File: config.mk
export PLATFORM = sky130hd
export DESIGN_NAME = atp_prep
export DESIGN_NICKNAME = d
export VERILOG_FILES = /design/src/hdl/atp_pkg.sv /design/src/hdl/atp_prep.sv
export SDC_FILE = /design/constraint.sdc
export NUM_CORES = 1
export LEC_CHECK = 0
export BUFFER_PORTS_ARGS = -buffer_cell sky130_fd_sc_hd__buf_2
export CORE_MARGIN = 2
export CORE_UTILIZATION = 54
export CTS_CLUSTER_DIAMETER = 60
export DETAILED_ROUTE_END_ITERATION = 6
export HOLD_SLACK_MARGIN = 0.02
export PLACE_DENSITY_LB_ADDON = 0.1
export SLEW_MARGIN = 5
export SYNTH_ARGS = -nofsm -noshare
export SYNTH_HDL_FRONTEND = slang
export SYNTH_SLANG_ARGS = --single-unit
File: constraint.sdc
create_clock -name clk_i -period 0.8 [get_ports clk_i]
set_input_delay 0.2 -clock clk_i [delete_from_list [all_inputs] [get_ports clk_i]]
set_output_delay 0.2 -clock clk_i [all_outputs]
set_load 0.02 [all_outputs]
File: src/hdl/atp_pkg.sv
// Shared types, constants and arithmetic helpers for the tilt angle pipeline.
// No dependencies; the top level, atp_prep and atp_cordic refer to it by scoped names.
package atp_pkg;

  localparam int unsigned DataW  = 34;   // CORDIC x/y datapath width
  localparam int unsigned AngW   = 30;   // angle accumulator, degrees * 2^20
  localparam int unsigned TabLen = 24;
  localparam int unsigned InShift = 14;
  localparam int unsigned OutShift = 13;

  localparam logic signed [31:0] GainFix = 32'sd1768195363;  // K * 2^30
  localparam logic signed [AngW-1:0] Deg90Acc = 30'sd94371840;

  localparam logic [14:0] RollLimit  = 15'd23040;
  localparam logic [14:0] PitchLimit = 15'd11520;

  typedef logic signed [DataW-1:0] data_t;
  typedef logic signed [AngW-1:0]  ang_t;

  // atan(2^-i) in degrees * 2^20
  localparam ang_t AtanTab [TabLen] = '{
    30'sd47185920, 30'sd27855475, 30'sd14718068, 30'sd7471121, 30'sd3750058,
    30'sd1876857,  30'sd938658,   30'sd469357,   30'sd234682,  30'sd117342,
    30'sd58671,    30'sd29335,    30'sd14668,    30'sd7334,    30'sd3667,
    30'sd1833,     30'sd917,      30'sd458,      30'sd229,     30'sd115,
    30'sd57,       30'sd29,       30'sd14,       30'sd7
  };

  // Round to 1/128 degree, half away from zero, then clamp to +-limit.
  function automatic logic signed [15:0] to_output(ang_t acc, logic [14:0] limit);
    logic [AngW:0]    mag;
    logic [AngW-OutShift+1:0] q;
    logic [15:0]      qs;
    mag = acc[AngW-1] ? (AngW+1)'(-$signed({acc[AngW-1], acc}))
                      : (AngW+1)'($signed({acc[AngW-1], acc}));
    q = (AngW-OutShift+2)'((mag + (AngW+1)'(1 << (OutShift-1))) >> OutShift);
    if (q > (AngW-OutShift+2)'(limit)) begin
      qs = {1'b0, limit};
    end else begin
      qs = 16'(q);
    end
    return acc[AngW-1] ? -$signed(qs) : $signed(qs);
  endfunction

endpackage

File: src/hdl/atp_prep.sv
// Input stage: scales the raw sample into the CORDIC datapath and forms -x*K.
// Depends on atp_pkg.
module atp_prep (
  input  logic                 clk_i,
  input  logic                 rst_ni,
  input  logic                 en_i,
  input  logic                 valid_i,
  input  logic                 read_ok_i,
  input  logic signed [15:0]   accel_x_i,
  input  logic signed [15:0]   accel_y_i,
  input  logic signed [15:0]   accel_z_i,
  output logic                 valid_o,
  output logic                 read_ok_o,
  output atp_pkg::data_t       nx_o,
  output atp_pkg::data_t       y_o,
  output atp_pkg::data_t       z_o
);

  logic signed [16:0] neg_x;
  logic signed [48:0] prod;
  logic               valid_q;
  logic               ok_q;
  atp_pkg::data_t     nx_q, y_q, z_q;

  assign neg_x = -$signed({accel_x_i[15], accel_x_i});
  assign prod  = 49'(neg_x) * 49'(atp_pkg::GainFix);

  always_ff @(posedge clk_i or negedge rst_ni) begin
    if (!rst_ni) begin
      valid_q <= 1'b0;
    end else if (en_i) begin
      valid_q <= valid_i;
    end
  end

  always_ff @(posedge clk_i) begin
    if (en_i) begin
      ok_q <= read_ok_i;
      nx_q <= atp_pkg::data_t'(prod >>> (30 - atp_pkg::InShift));
      y_q  <= atp_pkg::data_t'($signed({accel_y_i, {atp_pkg::InShift{1'b0}}}));
      z_q  <= atp_pkg::data_t'($signed({accel_z_i, {atp_pkg::InShift{1'b0}}}));
    end
  end

  assign valid_o   = valid_q;
  assign read_ok_o = ok_q;
  assign nx_o      = nx_q;
  assign y_o       = y_q;
  assign z_o       = z_q;

endmodule

**Word-level counts from Yosys, hierarchy flattened**

Cells that the tools add are included.

- Register bits: 67
- Word-level logic and storage cells: 7

- $add $sub $neg: 1
- Multipliers: 1

Operators by type and width:

| kind | count |
|---|---|
| 17-bit by 32-bit multiplier with 49-bit output, second input constant | 1 |
| 16-bit negator with 17-bit output | 1 |

**Depth between registers and ports, before layout**

Gate-level depths: netlist (run 1).

- Word-level depth: 2
- Depth in mapped cells: 29
- Mapped depth without buffers: 28

**Least setup slack after synthesis (run 1)**

No wires, ideal clock.

- Path kind: input -> register
- Start: input accel_x_i[4]
- End: register, netlist name nx_o[32]
- Library setup time: 0.138 ns
- Arrival time: 6.798 ns
- Slack: -6.135 ns
- Stages: 28
- Cell sequence: nor4_1 > nand2_1 > or3_1 > nor2_1 > nand2_1 > xor2_1 > inv_1 > ha_1 > ha_1 > or2_2 > fa_1 > inv_1 > fa_1 > inv_1 > fa_1 > inv_1 > fa_1 > inv_1 > ha_1 > buf_2 > a21oi_1 > nor2_1 > o32ai_1 > a211oi_1 > o21ai_2 > a41oi_4 > or4_1 > nand4_1

- Word-level cells in the longest chain between the ends: 2

Ends and longest elaborated chain:

| item | RTL line | text |
|---|---|---|
| start, declared | atp_prep.sv:9 | `input logic signed [15:0] accel_x_i,` |
| 16-bit negator with 17-bit output | atp_prep.sv:25 | `assign neg_x = -$signed({accel_x_i[15], accel_x_i});` |
| 17-bit by 32-bit multiplier with 49-bit output | atp_prep.sv:26 | `assign prod = 49'(neg_x) * 49'(atp_pkg::GainFix);` |
| via prod[48] | atp_prep.sv:20 | `logic signed [48:0] prod;` |

The timed path passes the listed nets, and every way through them passes these cells.
A chain may end at the register's enable or synchronous reset.

**Final worst setup path (run 1)**

- Start: input accel_x_i[4]
- End: register nx_q[24] (netlist: nx_o[24]) (data pin)

- Word-level cells in the longest chain between the ends: 2

Ends and longest elaborated chain:

| item | RTL line | text |
|---|---|---|
| 16-bit negator with 17-bit output | atp_prep.sv:25 |  |
| 17-bit by 32-bit multiplier with 49-bit output | atp_prep.sv:26 |  |
| via prod[40] | atp_prep.sv:20 |  |
| end signal, assigned | atp_prep.sv:39 | `nx_q <= atp_pkg::data_t'(prod >>> (30 - atp_pkg::InShift));` |
| end, declared | atp_prep.sv:23 | `atp_pkg::data_t nx_q, y_q, z_q;` |

The timed path passes the listed nets, and every way through them passes these cells.

==> results of run 1 <==
[what timing repair did]
| item | 4_1_cts | 5_1_grt |
|---|---|---|
| hold buffers | 1 | 0 |
| pin swaps | 74 | 63 |
| buffers inserted | 26 | 17 |
| gates resized for setup | 161 | 132 |
| endpoints found under the setup margin | 109 | 109 |
| endpoints found under the hold margin | 1 | 0 |
[stage by stage]
stage | hold slack (ns) | worst slack [ns] | area, sq um
floorplan | -0.0956 | -5.35 | 11000
global placement | -0.0261 | -5.80 | 13400
detailed placement | -0.0229 | -5.94 | 13400
CTS | 0.0356 | -5.26 | 14700
global route | 0.0292 | -5.52 | 15200
finish | 0.0387 | -5.36 | 15200
[layer usage]
metal | wire (um) | vias up
met5 | 0 | -
met4 | 735 | 0
met3 | 1460 | 50
met2 | 15100 | 276
met1 | 12900 | 4204
li1 | - | 4076
[kinds of logic (layout without fill, tap and decap cells)]
kind of cell	Yosys count	after routing
other	1	28
muxes	2	2
buffers and inverters	296	682
DFF	67	67
AOI/OAI and AO/OA	138	138
and+or+nand+nor	126	126
xor gates and xnor gates	48	48
adders and majority gates	331	331
[worst min path at each step]
stage / start / to / slack [ns] / cells past startpoint
final: accel_z_i[9] / z_o[23] / 0.04 / 1
after global routing: read_ok_i / read_ok_o / 0.03 / 1
after CTS: accel_z_i[11] / z_o[25] / 0.04 / 1
after detailed placement: rst_ni / valid_o / -0.02 / 1
after global placement: rst_ni / valid_o / -0.03 / 1
after floorplan: rst_ni / valid_o / -0.1 / 0
[area by class of cell]
cell class                 count  area, sq um  share of cell area [%]
multi-input combinational    673         8340                    54.7
timing repair buffer         419         3340                    22.0
sequential                    67         2010                    13.2
inverter                     247          940                    6.17
tap                          234          293                    1.92
clock buffer                   9          225                    1.48
clock inverter                 7         82.6                   0.542
[Yosys cell counts (3+ instances only)]
cell type	n	share of area, %
nor4_1	3	0.18
edfxtp_1	66	19
nand3_1	10	0.48
nor2_1	27	0.98
or4_1	3	0.22
o211ai_1	5	0.36
xor2_1	22	1.9
nand2b_1	8	0.48
nand2_1	32	1.2
clkbuf_1	9	0.33
a21o_1	16	1.2
o21ai_0	16	0.77
and3_1	6	0.36
o21bai_1	8	0.58
inv_1	247	8.9
a31oi_1	8	0.48
o21a_1	3	0.22
a21oi_1	48	2.3
ha_1	204	25
buf_4	38	2.7
o21ai_1	4	0.19
or3_1	4	0.24
nor3_1	8	0.39
and4_1	3	0.25
nand4_1	12	0.72
fa_1	127	25
o21ai_2	3	0.25
xnor2_1	25	2.1
a211oi_1	6	0.43
[flip-flops by register name, indices dropped and copies added, names as in the netlist]
name       count
read_ok_o      1
y_o           16
nx_o          33
z_o           16
valid_o        1
==> flow_summary.ini, run 1 <==
[global_routing]
grt_pass1_wl_um = 45000
grt_max_degree = 30
grt_pass1_vias = 8813
antenna_found_initial = 0
grt_use_met3_pct = 2.95
grt-busiest-layer = met2
gr-usage-met2_pct = 50.1
grt-ovfl-total = 0
grt_util_all_layers_pct = 28.9
use_met1_pct = 38.4

[outcome]
violations = setup timing
status = finished with violations

[worst_setup_path]
slowest_stage = fa_2
crit_family = adder cells
reg2reg_depth = 1
arrival_ns = 6.32
crit_start = accel_x_i[4]
max_stage_delay_ns = 0.58
timing.rr.start = valid_o
critPathKind = input pin to flop
startpoint_type = input pin
crit_fanout = 6
r2r_slack_ns = 0
r2r_end = valid_o
end_kind = flop
crit_path_end = nx_o[24]
cp.required_ns = 0.96
cp.buffers_inverters = 7
cp.depth = 28

[floorplanning]
io_pins = 157
rows = 50
core_sq_um = 18800
start_util_pct = 55.3
die_h_um = 143
die_x_um = 143
die_area_sq_um = 20300

[routing]
drtIter0Drc = 402
vias = 8606
first_pass_iters = 4
drc = 0
post_drt_wl_per_cell_um = 18.2
viasPerCell = 5.20
antenna_left = 0
drt_wl_total_um = 30200

[placed_design]
place_congestion = 0.963
port_buffers = 128
place_hpwl_um = 24200
dp_cells = 1602

[logic_synthesis]
synth-main-ff-cell = edfxtp_1
synthXorXnorAreaFrac_pct = 4.12
muxShareOfSynthArea_pct = 0.205
yosys_warnings = 0
synthAdderAreaFrac_pct = 49.1
synth_edf_count = 66
syn_inst = 1009
synth_simple_gate_area_share_pct = 6.15
synth_top_family_by_area = adder cells
ys_seq_area_share_pct = 19.3
syn_avg_cell_area_sq_um = 10.3
syn-cell-area_sq_um = 10400
synth_cell_types = 58
synth_compound_area_share_pct = 8.92
synthArstFlopShare_pct = 1.49
ys_ff_latch = 67

[hold_path]
hp-class = input pin to flop

[layout]
final_cell_mix = 263 x buf_4, 227 x inv_1, 167 x ha_1
stdcell_count = 1656
mostFrequentLayoutCell = buf_4
area_growth_pct = 46.8
fillers = 1168
diodes = 0
layout.nets = 1801
drive_gt1_share_pct = 42.8
utilization_pct = 81.1

[sta]
setup_viol = 109
timing.final.ws_setup_ns = -5.36
finalCritPeriodShare_pct = 770
fmax_ghz = 0.162
hold_viol = 0
drv_slew = 0
clock_skew_ns = 0
fin_crit_ns = 6.16
rsz0062_at_grt = yes
final.setup.tns_ns = -188.28

[clock_tree]
clk_path_buf_depth = 2
cts_tree = done
clock-root-buffer = clkbuf_16
insertion_delay_ns = 0.33
clkSlewWorstSetupHoldPaths_ns = 0.06
cts_made_buffers = 9
cts-htree-levels = 3
clock_sinks = 67

[flow_run]
max_cap_viol_count = 0
Power of run 1 is not shown: default switching activity piles up to over one toggle a cycle in this logic, so the estimate is an artifact.
==> run 2: changes to the inputs <==
--- a/config.mk
+++ b/config.mk
@@ -5,9 +5,10 @@
 export SDC_FILE = /design/constraint.sdc
 export NUM_CORES = 1
 export LEC_CHECK = 0
+export ABC_AREA = 1
 export BUFFER_PORTS_ARGS = -buffer_cell sky130_fd_sc_hd__buf_2
 export CORE_MARGIN = 2
-export CORE_UTILIZATION = 54
+export CORE_UTILIZATION = 50
 export CTS_CLUSTER_DIAMETER = 60
 export DETAILED_ROUTE_END_ITERATION = 6
 export HOLD_SLACK_MARGIN = 0.02
==> flow_summary.ini, run 2 <==
[sta]
timing.final.ws_setup_ns = -4.94
final.setup.tns_ns = -177.30
finalCritPeriodShare_pct = 717
fmax_ghz = 0.174
rsz0062_at_grt = yes
hold_viol = 0
setup_viol = 109
maxSlewHeadroom_pct = 57.6
clock_skew_ns = 0
drv_slew = 0
fin_crit_ns = 5.74
tightest_slew_ns = 0.632

[layout]
diodes = 0
utilization_pct = 76.7
final_cell_mix = 265 x inv_1, 253 x buf_4, 152 x ha_1
layout.nets = 2058
mostFrequentLayoutCell = inv_1
largest_reg_flops = 33
area_growth_pct = 50.7
stdcell_area_sq_um = 16700
drive_gt1_share_pct = 46.8

[routing]
antenna_left = 0
drtIter0Drc = 576
post_drt_wl_per_cell_um = 18.2
drt_wl_total_um = 35600
first_pass_iters = 5
drc = 0
vias = 9924
viasPerCell = 5.07

[logic_synthesis]
synth_most_common_cell = inv_1
ys_seq_area_share_pct = 18.1
synth_edf_count = 66
syn_avg_cell_area_sq_um = 8.76
ys_top_cells_by_area = ha_1 23%, fa_1 23%, edfxtp_1 18%
synthArstFlopShare_pct = 1.49
synth_cell_types = 41
synth_top_area_share_pct = 23.0
syn-cell-area_sq_um = 11100
synth-main-ff-cell = edfxtp_1
syn_inst = 1268
ys_ff_latch = 67
yosys_warnings = 0
synth_largest_area_cell = ha_1
synth_common_cells = 315 x inv_1, 204 x ha_1, 164 x nand2_1

[clock_tree]
cts-htree-levels = 3
clk_path_buf_depth = 2
insertion_delay_ns = 0.34
clock-root-buffer = clkbuf_16
cts_tree = done
cts_made_buffers = 9
clkSlewWorstSetupHoldPaths_ns = 0.06
clock_sinks = 67

[worst_setup_path]
critPathKind = input pin to flop
slowest_stage = fa_2
arrival_ns = 5.83
crit_family = adder cells
cp.buffers_inverters = 7
crit_top_cell = inv_2
max_stage_delay_ns = 0.55
startpoint_type = input pin
crit_fanout = 5
end_kind = flop
cp.required_ns = 0.89

[placed_design]
place_congestion = 1.01
place_hpwl_um = 29100
dpl_cell_area_sq_um = 14200
port_buffers = 128

[global_routing]
grt_pass1_vias = 10400
grt_util_all_layers_pct = 29.3
grt_pass1_wl_um = 53600
grt-ovfl-total = 0
antenna_found_initial = 0
grt_max_degree = 34

[outcome]
status = finished with violations
violations = setup timing

[flow_run]
max_cap_viol_count = 0

[floorplanning]
die_area_sq_um = 23400
core_sq_um = 21800
die_x_um = 153
start_util_pct = 50.9
rows = 54
die_h_um = 153
io_pins = 157

[hold_path]
hp-class = input pin to flop
-- run 2: kinds of logic after synthesis --
| logic type | share of synthesized area, % |
|---|---|
| mux | 0.101 |
| buf+inv | 13.5 |
| compound gates | 6.40 |
| flops | 18.1 |
| simple gates | 13.7 |
| fa+ha+maj | 45.9 |
| xor+xnor | 2.37 |
| other cells | 0.0338 |
-- run 2: final timing paths --
kind	from	to	slack [ns]	cells past startpoint
max	accel_x_i[2]	nx_o[17]	-4.94	31
min	accel_z_i[3]	z_o[17]	0.04	1
max reg2reg	valid_o	valid_o	0.03	1
min reg2reg	valid_o	valid_o	0.53	1
max in group asynchronous	rst_ni	valid_o	0.52	2
min in group asynchronous	rst_ni	valid_o	0.18	2
-- run 2: area by class of cell --
class / count / area (sq um)
clock inverters: 7 / 82.6
repair buffers: 405 / 3130
well taps: 280 / 350
flip-flops and latches: 67 / 2010
fillers: 1522 / 5090
multi-input cells: 867 / 9680
inverters: 324 / 1250
clock buffers: 9 / 225
-- run 2: layer usage --
layer | part of all wire (%) | routed length [um] | vias to the layer above | track usage, %
met5 | 0 | 0 | - | 0
met3 | 4.9 | 1730 | 124 | 2.81
met1 | 40 | 14400 | 4699 | 36.4
met2 | 48 | 17100 | 377 | 50.6
li1 | - | - | 4724 | -
met4 | 6.6 | 2360 | 0 | 15.5
-- run 2: repair_timing --
item	in CTS	in global routing
setup endpoints to repair	109	109
gates resized for setup	240	227
buffers inserted	26	19
hold endpoints to repair	1	0
hold buffers	1	0
pin swaps	74	91
-- run 2: metrics by stage --
stage	std cells	hold slack, ns	setup WS (ns)
2_1_floorplan	1295	-0.0956	-4.73
3_3_place_gp	1898	-0.0240	-5.45
3_5_place_dp	1898	-0.0249	-5.50
4_1_cts	1941	0.0295	-4.84
5_1_grt	1959	0.0250	-5.17
6_report	1959	0.0369	-4.94
Power of run 2 is left out for the same reason.
==> run 3: changes to the inputs <==
--- a/config.mk
+++ b/config.mk
@@ -12,6 +12,7 @@
 export CTS_CLUSTER_DIAMETER = 60
 export DETAILED_ROUTE_END_ITERATION = 6
 export HOLD_SLACK_MARGIN = 0.02
+export MAX_ROUTING_LAYER = met4
 export PLACE_DENSITY_LB_ADDON = 0.1
 export SLEW_MARGIN = 5
 export SYNTH_ARGS = -nofsm -noshare
==> flow_summary.ini, run 3 (synthesis results as in run 2) <==
[outcome]
status = finished with violations
violations = setup timing

[sta]
setup_viol = 110
maxSlewHeadroom_pct = 61.2
fin_crit_ns = 5.81
holdWs_ns = 0.0400
drv_slew = 0
timing.final.ws_setup_ns = -5.01
finalCritPeriodShare_pct = 726
clock_skew_ns = 0
rsz0062_at_grt = yes
tightest_slew_ns = 0.576
fmax_ghz = 0.172
hold_viol = 0

[global_routing]
grt_pass1_wl_um = 54400
grt_pass1_vias = 10200
antenna_found_initial = 0
grt_max_degree = 19
grt-ovfl-total = 0
grt_util_all_layers_pct = 31.3

[clock_tree]
clk_path_buf_depth = 2
clkSlewWorstSetupHoldPaths_ns = 0.06
cts_tree = done
clock-root-buffer = clkbuf_16
cts-htree-levels = 3
insertion_delay_ns = 0.33
clock_sinks = 67
cts_made_buffers = 9

[worst_setup_path]
slowest_stage = fa_1
arrival_ns = 5.88
startpoint_type = input pin
max_stage_delay_ns = 0.58
crit_start = accel_x_i[1]
r2r_slack_ns = -0.10
timing.rr.start = valid_o
crit_fanout = 4
crit_path_end = nx_o[29]
reg2reg_depth = 2
r2r_end = valid_o
cp.required_ns = 0.87
end_kind = flop
critPathKind = input pin to flop

[layout]
mostFrequentLayoutCell = inv_1
largest_reg_flops = 33
diodes = 0
fillers = 1500
final_cell_mix = 273 x inv_1, 261 x buf_4, 157 x ha_1
layout.nets = 2081
area_growth_pct = 50.8
drive_gt1_share_pct = 45.8

[hold_path]
hp-class = input pin to flop

[placed_design]
place_congestion = 1.03
place_hpwl_um = 30500
port_buffers = 128

[routing]
vias = 9953
antenna_left = 0
viasPerCell = 5.02
drtIter0Drc = 609
post_drt_wl_per_cell_um = 18.5
drc = 0
first_pass_iters = 4
drt_wl_total_um = 36700

[floorplanning]
start_util_pct = 50.9
die_x_um = 153
rows = 54
core_sq_um = 21800
die_area_sq_um = 23400
die_h_um = 153
io_pins = 157

[flow_run]
max_cap_viol_count = 0
run 3: how the worst min path moves through the flow:
stage,startpoint,to,slack (ns),cells past startpoint
floorplan,rst_ni,valid_o,-0.1,0
global placement,rst_ni,valid_o,-0.02,1
detailed placement,rst_ni,valid_o,-0.02,1
CTS,accel_z_i[4],z_o[18],0.04,1
global route,accel_z_i[11],z_o[25],0.04,1
finish,accel_z_i[11],z_o[25],0.04,1
run 3: routing by layer:
metal	GRT usage (%)	routed length (um)	vias to the layer above
met2	53.4	17700	339
met1	37.7	15000	4719
met5	-	0	-
met3	2.64	1580	109
met4	14.6	2350	0
li1	-	-	4786
run 3: layout make-up:
cell class	instances	area, sq um	area share, %
multi-input cells	867	9400	56.1
inverters	324	1260	7.51
well taps	280	350	2.09
repair buffers	428	3410	20.4
flip-flops and latches	67	2010	12.0
clock buffers	9	225	1.34
clock inverters	7	98.8	0.590
run 3: metrics by stage:
step	TNS [ns]	utilization, %	instances	instance area [sq um]	setup WS [ns]
floorplan	-152.37	-	1295	11800	-4.73
CTS	-181.78	72.8	1969	15900	-5.02
global route	-190.64	76.8	1982	16800	-5.27
finish	-180.80	76.8	1982	16800	-5.01
global placement	-180.03	66.0	1916	14400	-5.54
detailed placement	-182.89	66.0	1916	14400	-5.62
run 3: worst max-delay path, delay by kind of cell:
family	cells	cell delay, ns
fa+ha+maj	7	2.81
buf+inv	10	0.83
xor+xnor	2	0.38
simple gates	16	1.65
run 3: what timing repair did:
action | in CTS | in global routing
endpoints found under the setup margin | 109 | 110
pin swaps | 117 | 94
hold endpoints to repair | 1 | 0
buffers inserted | 37 | 15
hold buffers | 1 | 0
gates resized for setup | 232 | 198
Power of run 3 is left out for the same reason.
